### src/design/vmt_pkg.sv
// shared constants, types and register indexes for the vertex matrix transform
// no dependencies; imported by every module of the block
`default_nettype none

package vmt_pkg;

    // fixed field and register geometry
    localparam int COEF_WIDTH     = 16;
    localparam int NUM_ROWS       = 4;
    localparam int NUM_COLS       = 4;
    localparam int REG_WIDTH      = 64;
    localparam int THRESH_WIDTH   = 16;
    localparam int CFG_ADDR_WIDTH = 3;

    // parameter defaults for the top level
    localparam int DEF_COORD_WIDTH = 16;
    localparam int DEF_FRAC_BITS   = 8;

    // configuration register indexes
    localparam logic [CFG_ADDR_WIDTH-1:0] CFG_ROW0   = 3'd0;
    localparam logic [CFG_ADDR_WIDTH-1:0] CFG_ROW1   = 3'd1;
    localparam logic [CFG_ADDR_WIDTH-1:0] CFG_ROW2   = 3'd2;
    localparam logic [CFG_ADDR_WIDTH-1:0] CFG_ROW3   = 3'd3;
    localparam logic [CFG_ADDR_WIDTH-1:0] CFG_THRESH = 3'd4;

    // one q8.8 unit for coefficients
    localparam logic [COEF_WIDTH-1:0] COEF_ONE = 16'h0100;

    typedef logic [REG_WIDTH-1:0] mat_row_t;
    typedef logic [NUM_ROWS-1:0][REG_WIDTH-1:0] matrix_t;

    // identity row r: 1.0 on the diagonal
    function automatic mat_row_t identity_row(input int unsigned r);
        mat_row_t row;
        row = '0;
        row[r*COEF_WIDTH +: COEF_WIDTH] = COEF_ONE;
        return row;
    endfunction

endpackage

`default_nettype wire

### src/design/vmt_round_sat.sv
// third pipeline stage: row sum, floor shift and saturation into the output register
// depends on vmt_pkg
`default_nettype none

module vmt_round_sat
    import vmt_pkg::*;
#(
    parameter int COORD_WIDTH = DEF_COORD_WIDTH,
    parameter int FRAC_BITS   = DEF_FRAC_BITS
) (
    input  wire logic                                  aclk,
    input  wire logic                                  aresetn,
    input  wire logic                                  in_valid,
    output logic                                       in_ready,
    input  wire logic [NUM_ROWS-1:0][1:0][COORD_WIDTH+COEF_WIDTH:0] half,
    output logic                                       out_valid,
    input  wire logic                                  out_ready,
    output logic [NUM_ROWS-1:0][COORD_WIDTH-1:0]       coord_out,
    output logic                                       sat_out
);

    localparam int HW = COORD_WIDTH + COEF_WIDTH + 1;
    localparam int SW = HW + 1;

    localparam logic [COORD_WIDTH-1:0] MAX_VAL = {1'b0, {(COORD_WIDTH-1){1'b1}}};
    localparam logic [COORD_WIDTH-1:0] MIN_VAL = {1'b1, {(COORD_WIDTH-1){1'b0}}};

    logic                                   valid_reg;
    logic                                   advance;
    logic [NUM_ROWS-1:0][COORD_WIDTH-1:0]   coord_reg;
    logic [NUM_ROWS-1:0][COORD_WIDTH-1:0]   coord_next;
    logic                                   sat_reg;
    logic                                   sat_next;

    assign advance  = !valid_reg || out_ready;
    assign in_ready = advance;

    // full row sum, arithmetic shift, clip to coordinate range
    always_comb begin
        sat_next = 1'b0;
        for (int r = 0; r < NUM_ROWS; r++) begin
            logic signed [SW-1:0] sum;
            logic signed [SW-1:0] shifted;
            logic                 in_range;
            sum      = SW'($signed(half[r][0])) + SW'($signed(half[r][1]));
            shifted  = sum >>> FRAC_BITS;
            in_range = (&shifted[SW-1:COORD_WIDTH-1]) || !(|shifted[SW-1:COORD_WIDTH-1]);
            if (in_range) begin
                coord_next[r] = shifted[COORD_WIDTH-1:0];
            end else begin
                coord_next[r] = shifted[SW-1] ? MIN_VAL : MAX_VAL;
                sat_next      = 1'b1;
            end
        end
    end

    always_ff @(posedge aclk) begin
        if (!aresetn) begin
            valid_reg <= 1'b0;
        end else if (advance) begin
            valid_reg <= in_valid;
        end
    end

    always_ff @(posedge aclk) begin
        if (advance && in_valid) begin
            coord_reg <= coord_next;
            sat_reg   <= sat_next;
        end
    end

    assign out_valid = valid_reg;
    assign coord_out = coord_reg;
    assign sat_out   = sat_reg;

endmodule

`default_nettype wire

### config.mk
export PLATFORM = sky130hd
export DESIGN_NAME = vmt_round_sat
export DESIGN_NICKNAME = d
export VERILOG_FILES = /design/src/design/vmt_pkg.sv /design/src/design/vmt_round_sat.sv
export SDC_FILE = /design/constraint.sdc
export NUM_CORES = 1
export LEC_CHECK = 0
export BUFFER_PORTS_ARGS = -buffer_cell sky130_fd_sc_hd__buf_2
export CAP_MARGIN = 20
export CORE_MARGIN = 3
export CORE_UTILIZATION = 25
export DETAILED_ROUTE_END_ITERATION = 12
export GPL_ROUTABILITY_DRIVEN = 0
export SYNTH_ARGS = -nofsm -noshare
export SYNTH_HDL_FRONTEND = slang
export SYNTH_SLANG_ARGS = --single-unit
### constraint.sdc
create_clock -name aclk -period 7.54 [get_ports aclk]
set_input_delay 1.508 -clock aclk [delete_from_list [all_inputs] [get_ports aclk]]
set_output_delay 1.508 -clock aclk [all_outputs]
set_load 0.02 [all_outputs]
==> results.json <==
{
  "status": "finished clean",
  "post_synth.cell_area_avg_sq_um": 8.34,
  "setup_slack_ns": 2.35,
  "fillers": 3946,
  "clock.fmax_ghz": 0.193,
  "start_kind": "input pin",
  "wl_microns": 32700,
  "synth_top_cell_area_share_pct": 20.7,
  "grt-ovfl-total": 0,
  "holdCritPathClass": "reg -> reg",
  "synth_area_leader_cell": "edfxtp_1",
  "cpMaxStageDelayCell": "a31o_2",
  "clkTransAtPathRegs_ns": 0.07,
  "cts-root-buf": "clkbuf_16",
  "routedWlPerCell_microns": 16.8,
  "drc": 0,
  "slew-limit-headroom_pct": 23.8,
  "cp.required_ns": 7.64,
  "synth_area_leaders": "edfxtp_1, ha_1, a21oi_1, a21o_1, xor2_1",
  "pwr_density_cell_nw_per_um2": 150,
  "dp_hpwl_microns": 27200,
  "rows": 70,
  "hold_ws_ns": 0.567,
  "reg2reg_depth": 2,
  "irDropWorstVdd_v": 0.0000959,
  "crit_fanout": 16,
  "dieWidth_microns": 200,
  "grt_use_met2_pct": 26.4,
  "final_common_cell": "buf_2",
  "die_y_microns": 200,
  "use_met3_pct": 4.11,
  "preCtsSetupSlack_ns": 1.83,
  "via_count": 10100,
  "synth-edff-count": 65,
  "layout.nets": 1838,
  "syn_inst": 1129,
  "finalHoldViolations": 0,
  "crit_chain": "buf_2 > ha_1 > nand4_1 > nor2_1 > nand4_1 > o211ai_1 > a31oi_1 > a21oi_1 > o2111ai_1 > nor4_1 > a31o_2 > mux2_2",
  "cts_tree": "yes",
  "clock_sinks": 66,
  "min_path_cells": 2,
  "ctsResizeCount": 0,
  "globalRouteTotalUtil_pct": 15.6,
  "drv_cap": 0,
  "worst-path-buf-inv": 1,
  "grt_pass1_wl_microns": 52000,
  "synth-seq-cells": 66,
  "drive_above_1_share_pct": 27.4,
  "synth_fp_nets": 1525,
  "htreeDepth": 3,
  "critPathMostFrequentCell": "nand4_1",
  "ys_types": 80,
  "period_share_pct": 68.9,
  "instances_no_fill": 1951,
  "cts_inserted_buffers": 9,
  "worstSetupPathType": "in -> reg",
  "die_area_sq_um": 40000,
  "ys_warn_count": 0,
  "tightest_slew_ns": 1.14,
  "grt_use_met1_pct": 20.3,
  "cts_hold_repair.buffers": 0,
  "ys_seq_area_share_pct": 20.9,
  "synthArstFlopShare_pct": 0,
  "critical_path.max_stage_delay_ns": 0.59,
  "tns_ns": 0,
  "dp.cells": 1934,
  "clk_latency_ns": 0.35,
  "synthToLayoutAreaGrowth_pct": 25.7,
  "grt_pass1_vias": 9976,
  "setup_viol": 0,
  "synth_ff_type": "edfxtp_1",
  "start_util_pct": 25.5,
  "finalPower_mw": 1.78,
  "synth_area_sq_um": 9420,
  "viasPerCell": 5.18,
  "rsz0062_at_grt": "false",
  "numPortBuffers": 334,
  "cp.arrival_ns": 5.29,
  "slew_viol_final": 0,
  "top_usage_layer": "met2",
  "io_pins": 335,
  "diodes": 0,
  "antenna_found_initial": 0,
  "drtIter0Drc": 591,
  "min_period_ns": 5.19,
  "fin_skew_ns": 0.00931,
  "clk_path_buf_depth": 2,
  "grt_max_degree": 66,
  "post-cts-setup-buffers": 0,
  "final_cell_mix": "buf_2, ha_1, a21oi_1",
  "fp.coreArea_sq_um": 36900,
  "first_pass_iters": 7,
  "leakage_nw": 5.28,
  "worst-path-stages": 12,
  "end_kind": "flop",
  "cpLargestDelayFamily": "compound AO/OA/AOI/OAI gates",
  "ant_nets": 0
}
[tightest hold or removal path, delay by kind of cell, from the launching register on]
family | cells | cell delay (ns)
AO/OA/AOI/OAI | 1 | 0.09
flip-flops | 1 | 0.32
AND/OR/NAND/NOR | 1 | 0.11
[per-stage QoR]
stage,util [%],instance area (sq um)
final,32.1,11800
after global routing,32.1,11800
after CTS,32.1,11800
after detailed placement,31.3,11600
after global placement,31.3,11600
after floorplan,-,9420
[layer usage]
metal / part of all wire [%] / wire length (microns)
met1: 44 / 14500
met2: 47 / 15300
met3: 7.7 / 2540
met4: 1.3 / 414
met5: 0 / 0
[state kept, by name, indices dropped and copies added, names as in the netlist]
signal,flops
coord_out,64
sat_out,1
out_valid,1
[path summary, 6_finish.rpt]
check,from,endpoint,slack (ns)
setup reg to reg,out_valid$_SDFFE_PN0N_,coord_out[52]$_DFFE_PP_,5.88
hold / removal,out_valid$_SDFFE_PN0N_,out_valid$_SDFFE_PN0N_,0.57
hold reg to reg,out_valid$_SDFFE_PN0N_,out_valid$_SDFFE_PN0N_,0.57
setup / recovery,half[10],coord_out[2]$_DFFE_PP_,2.35
[kinds of logic after synthesis]
family | share of synthesized area (%)
compound gates | 28.8
simple gates | 18.4
fa+ha+maj | 17.0
xor+xnor | 7.72
flops | 20.9
buf+inv | 3.03
mux | 4.05
[power breakdown]
part	switching, mW	internal (mW)	total [mW]
sequential	0.0135	0.460	0.473
combinational	0.526	0.355	0.881
clock	0.196	0.226	0.422
[Yosys cell counts (all sizes together) (19+ instances only)]
cell / count
ha: 128
a21oi: 125
nor2: 74
nand2: 73
o21ai: 70
a21o: 66
edfxtp: 65
xor2: 43
xnor2: 40
nor3: 37
nand4: 35
nand3: 32
inv: 29
mux2i: 28
clkbuf: 22
o21a: 19
[final cells by class]
cell class	instances	area (sq um)	area share, %
clock buffers	9	225	1.90
clock inverters	7	51.3	0.433
inverters	29	109	0.919
multi-input cells	1000	7170	60.5
flip-flops and latches	66	1970	16.7
well taps	504	631	5.33
repair buffers	336	1690	14.2
Power figures use the tool's default switching activity.
