$ cat src/design/vmt_pkg.sv
// shared constants, types and register indexes for the vertex matrix transform
// no dependencies; imported by every module of the block
`default_nettype none

package vmt_pkg;

    // fixed field and register geometry
    localparam int COEF_WIDTH     = 16;
    localparam int NUM_ROWS       = 4;
    localparam int NUM_COLS       = 4;
    localparam int REG_WIDTH      = 64;
    localparam int THRESH_WIDTH   = 16;
    localparam int CFG_ADDR_WIDTH = 3;

    // parameter defaults for the top level
    localparam int DEF_COORD_WIDTH = 16;
    localparam int DEF_FRAC_BITS   = 8;

    // configuration register indexes
    localparam logic [CFG_ADDR_WIDTH-1:0] CFG_ROW0   = 3'd0;
    localparam logic [CFG_ADDR_WIDTH-1:0] CFG_ROW1   = 3'd1;
    localparam logic [CFG_ADDR_WIDTH-1:0] CFG_ROW2   = 3'd2;
    localparam logic [CFG_ADDR_WIDTH-1:0] CFG_ROW3   = 3'd3;
    localparam logic [CFG_ADDR_WIDTH-1:0] CFG_THRESH = 3'd4;

    // one q8.8 unit for coefficients
    localparam logic [COEF_WIDTH-1:0] COEF_ONE = 16'h0100;

    typedef logic [REG_WIDTH-1:0] mat_row_t;
    typedef logic [NUM_ROWS-1:0][REG_WIDTH-1:0] matrix_t;

    // identity row r: 1.0 on the diagonal
    function automatic mat_row_t identity_row(input int unsigned r);
        mat_row_t row;
        row = '0;
        row[r*COEF_WIDTH +: COEF_WIDTH] = COEF_ONE;
        return row;
    endfunction

endpackage

`default_nettype wire

$ cat src/design/vmt_flush_add.sv
// second pipeline stage: flush small products and add them in pairs
// depends on vmt_pkg
`default_nettype none

module vmt_flush_add
    import vmt_pkg::*;
#(
    parameter int COORD_WIDTH = DEF_COORD_WIDTH
) (
    input  wire logic                        aclk,
    input  wire logic                        aresetn,
    input  wire logic                        in_valid,
    output logic                             in_ready,
    input  wire logic [NUM_ROWS-1:0][NUM_COLS-1:0][COORD_WIDTH+COEF_WIDTH-1:0] prod,
    input  wire logic [THRESH_WIDTH-1:0]     threshold,
    output logic                             out_valid,
    input  wire logic                        out_ready,
    output logic [NUM_ROWS-1:0][1:0][COORD_WIDTH+COEF_WIDTH:0] half
);

    localparam int PW = COORD_WIDTH + COEF_WIDTH;
    localparam int HW = PW + 1;

    logic                                  valid_reg;
    logic                                  advance;
    logic [NUM_ROWS-1:0][NUM_COLS-1:0][PW-1:0] kept;
    logic [NUM_ROWS-1:0][1:0][HW-1:0]      half_reg;
    logic [NUM_ROWS-1:0][1:0][HW-1:0]      half_next;

    assign advance  = !valid_reg || out_ready;
    assign in_ready = advance;

    // zero every product whose magnitude is below the threshold
    always_comb begin
        for (int r = 0; r < NUM_ROWS; r++) begin
            for (int k = 0; k < NUM_COLS; k++) begin
                logic [PW-1:0] mag;
                mag = prod[r][k][PW-1] ? (~prod[r][k] + PW'(1)) : prod[r][k];
                kept[r][k] = (mag < PW'(threshold)) ? '0 : prod[r][k];
            end
        end
    end

    // pair sums per row
    always_comb begin
        for (int r = 0; r < NUM_ROWS; r++) begin
            for (int h = 0; h < 2; h++) begin
                half_next[r][h] = HW'($signed(kept[r][2*h]))
                    + HW'($signed(kept[r][2*h+1]));
            end
        end
    end

    always_ff @(posedge aclk) begin
        if (!aresetn) begin
            valid_reg <= 1'b0;
        end else if (advance) begin
            valid_reg <= in_valid;
        end
    end

    always_ff @(posedge aclk) begin
        if (advance && in_valid) begin
            half_reg <= half_next;
        end
    end

    assign out_valid = valid_reg;
    assign half      = half_reg;

endmodule

`default_nettype wire

$ cat config.mk
export PLATFORM = sky130hd
export DESIGN_NAME = vmt_flush_add
export DESIGN_NICKNAME = d
export VERILOG_FILES = /design/src/design/vmt_pkg.sv /design/src/design/vmt_flush_add.sv
export SDC_FILE = /design/constraint.sdc
export NUM_CORES = 2
export LEC_CHECK = 0
export ABC_AREA = 0
export BUFFER_PORTS_ARGS = -buffer_cell sky130_fd_sc_hd__buf_2
export CAP_MARGIN = 20
export CORE_AREA = 5 5 304 306
export DETAILED_ROUTE_END_ITERATION = 8
export DIE_AREA = 0 0 309 311
export GPL_TIMING_DRIVEN = 1
export PLACE_DENSITY = 0.68
export SETUP_SLACK_MARGIN = 0.4
export SLEW_MARGIN = 20
export SYNTH_ARGS = -nofsm -noshare
export SYNTH_HDL_FRONTEND = slang
export SYNTH_SLANG_ARGS = --single-unit
$ cat constraint.sdc
create_clock -name aclk -period 19.24 [get_ports aclk]
set_clock_uncertainty 0.1 [all_clocks]
set_input_delay 0.962 -clock aclk [delete_from_list [all_inputs] [get_ports aclk]]
set_output_delay 0.962 -clock aclk [all_outputs]
set_load 0.005 [all_outputs]
==> results_dict.tcl <==
set metrics [dict create \
    required_ns 19.48 \
    slew_headroom_pct 35.6 \
    via_count 43000 \
    arrival_ns 9.37 \
    htree_levels 2 \
    core-area_um2 89300 \
    netlist_instances 5001 \
    cts_root_buf "clkbuf_16" \
    cp-end-kind "register" \
    first_pass_iters 6 \
    hold_path_class "reg2reg" \
    dieHeight_um 311 \
    reg2reg_from "out_valid" \
    drc 0 \
    viasPerCell 6.14 \
    ys_warn_count 0 \
    drive_gt1_share_pct 17.4 \
    r2r_slack_ns 15.43 \
    holdPathStages 2 \
    cts_tree "built" \
    grt_pass1_wl_mm 235 \
    rr_worst_depth 5 \
    syn_area_um2 40600 \
    pin_count 798 \
    grt-ovfl-total 0 \
    grt_start_max_net_pins 66 \
    power_leakage_uw 0.0200 \
    cts_sinks 265 \
    rows 110 \
    gp_congestion 1.01 \
    drt-total-wl_mm 159 \
    antenna_found_initial 84 \
    final_antenna_net_count 0 \
    synth_commonest_cells "ha_1 (512), xnor2_1 (383), nor2_1 (371)" \
    cts_hold_buf 0 \
    synth_top_area_share_pct 19.5 \
    synth_edf_count 264 \
    clkTransAtPathRegs_ns 0.05 \
    rsz0062_at_grt "false" \
    fin_crit_sh_pct 47.5 \
    routedWlPerCell_um 22.7 \
    largest_reg_flops 264 \
    setup_viol 0 \
    port_buffers 797 \
    ys.flop_type "edfxtp_1" \
    cts_resized 0 \
    reg2reg_to "half[263]" \
    power_density_nw_per_um2 55.0 \
    total_power_uw 2600 \
    setup_tns_ns 0 \
    cts-buffers-inserted 38 \
    insertion_delay_ns 0.61 \
    yosysMostFrequentCell "ha_1" \
    crit_path_max_fanout 32 \
    synthArstFlopShare_pct 0 \
    fin_nets 6777 \
    cts_setup_buffers 0 \
    start_util_pct 45.5 \
    ctsLongestPathBuffers 3 \
    ys_seq_area_share_pct 19.6 \
    avgSynthCellArea_um2 8.13 \
    yosys_register_bits 265 \
    hp-start "out_valid" \
    worst_pin_slew_ns 0.957 \
    synth_cell_types 96 \
    track_usage_pct 30.9 \
    grt_pass1_vias 39800 \
    timing.final.crit_period_ns 9.13 \
    start_kind "input port" \
    yosys.area.top_type "edfxtp_1" \
    ys_top_cells_by_area "edfxtp_1 (20%), ha_1 (16%), xnor2_1 (8.3%)" \
    dieArea_um2 96100 \
    die_x_um 309 \
    place_hpwl_mm 126 \
    maxCapViolCount 0 \
    syn_nets 6053 \
    report.final.hold_viol_count 0 \
    min_to "out_valid" \
    areaGrowthSynthToFinish_pct 16.2 \
    drt_iter0_markers 3752 \
    slew_viol_final 0 \
    outcome "finished clean" \
    fmax_mhz 109 \
    ir_drop_mv 0.0573 \
    nFillCells 8734 \
    setup.worst_path.class "in2reg" \
]
critical path, cell delays in order:
cell and delay, ns:
buf_2 0.12, or4_1 0.57, or4_1 0.63, o41ai_1 0.35, xnor2_1 0.17, ha_1 0.27
a21o_1 0.16, a21o_1 0.17, a2111oi_0 0.42, o311ai_0 0.21, a2111oi_0 0.42, nor4bb_1 0.33
o211a_1 0.78, nor2_1 0.10, ha_1 0.28, fa_1 0.44, a211o_1 0.35, a2111oi_0 0.75
o221ai_1 0.28, o21ai_0 0.36, a21oi_1 0.17, a31o_2 0.31, a22o_1 0.23, o41a_1 0.35
xor2_1 0.16
where the power goes:
group	total [uW]	internal [uW]	switching, uW
logic	1100	462	636
registers	774	745	28.9
clock network	725	415	309
total	2600	1620	974
worst max path at each step:
stage	slack (ns)	endpoint	depth (start not counted)	start
after floorplan	11.18	half[228]	25	prod[385]
after global placement	9.78	half[228]	25	prod[391]
after detailed placement	9.68	half[228]	25	prod[391]
after CTS	10.30	half[228]	25	prod[391]
after global routing	9.67	half[228]	27	prod[385]
final	10.11	half[228]	25	prod[385]
layout make-up:
type,instances,area [um2],area share (%)
sequential,265,7950,16.8
clock buffer,45,998,2.11
multi-input combinational,4425,31600,66.8
timing repair buffer,828,4220,8.94
inverter,167,627,1.33
antenna,70,175,0.371
tap,1176,1470,3.12
clock inverter,23,235,0.498
cells by family after synthesis:
family / after synthesis / share of synthesized area, %
AOI/OAI and AO/OA: 1451 / 24.0
xor gates and xnor gates: 457 / 9.85
adders and majority gates: 520 / 16.2
buffers and inverters: 311 / 2.98
DFF: 265 / 19.6
muxes: 45 / 1.16
and+or+nand+nor: 1952 / 26.3
through the flow:
step | utilization (%) | worst slack [ns] | area, um2 | instances | hold WS, ns
floorplan | - | 11.18 | 40600 | 5001 | 0.437
global placement | 51.3 | 9.78 | 45800 | 6861 | 0.442
detailed placement | 51.3 | 9.68 | 45800 | 6861 | 0.471
CTS | 52.7 | 10.30 | 47100 | 6929 | 0.475
global route | 52.8 | 9.67 | 47200 | 6979 | 0.487
finish | 52.9 | 10.11 | 47200 | 6999 | 0.473
cells in the final DEF (no fill, tap or decap), types with 23 or more instances in the layout:
cell type  Yosys  final
buf_2         14    797
ha_1         512    512
xnor2_1      383    383
nor2_1       371    371
nor2b_1      344    344
a21oi_1      327    326
nand2_1      285    285
o21ai_0      265    265
edfxtp_1     264    264
a21o_1       228    228
and2_1       175    174
inv_1        166    151
nor3_1       129    129
nand3_1      103    103
nor4_1        93     92
o31ai_1       92     92
nand4_1       76     76
xor2_1        74     74
nand2b_1      73     73
or4_1         72     72
diode_2        0     70
or3_1         67     67
o41ai_1       56     55
a31oi_1       47     47
o21a_1        44     44
a211oi_1      45     42
clkbuf_16      0     39
o21bai_1      36     36
buf_4          1     31
and3_1        29     29
mux2i_1       27     27
a32oi_1       26     26
o22ai_1       25     25
or2_2         24     24
a2111oi_0     23     23
layer usage:
metal	vias up	GRT usage, %	part of all wire [%]
li1	20400	-	-
met1	20200	39.1	41
met2	1945	50.6	46
met3	420	6.11	8.4
met4	22	14.2	4.9
met5	-	0	0.091
Power figures use the tool's default switching activity.
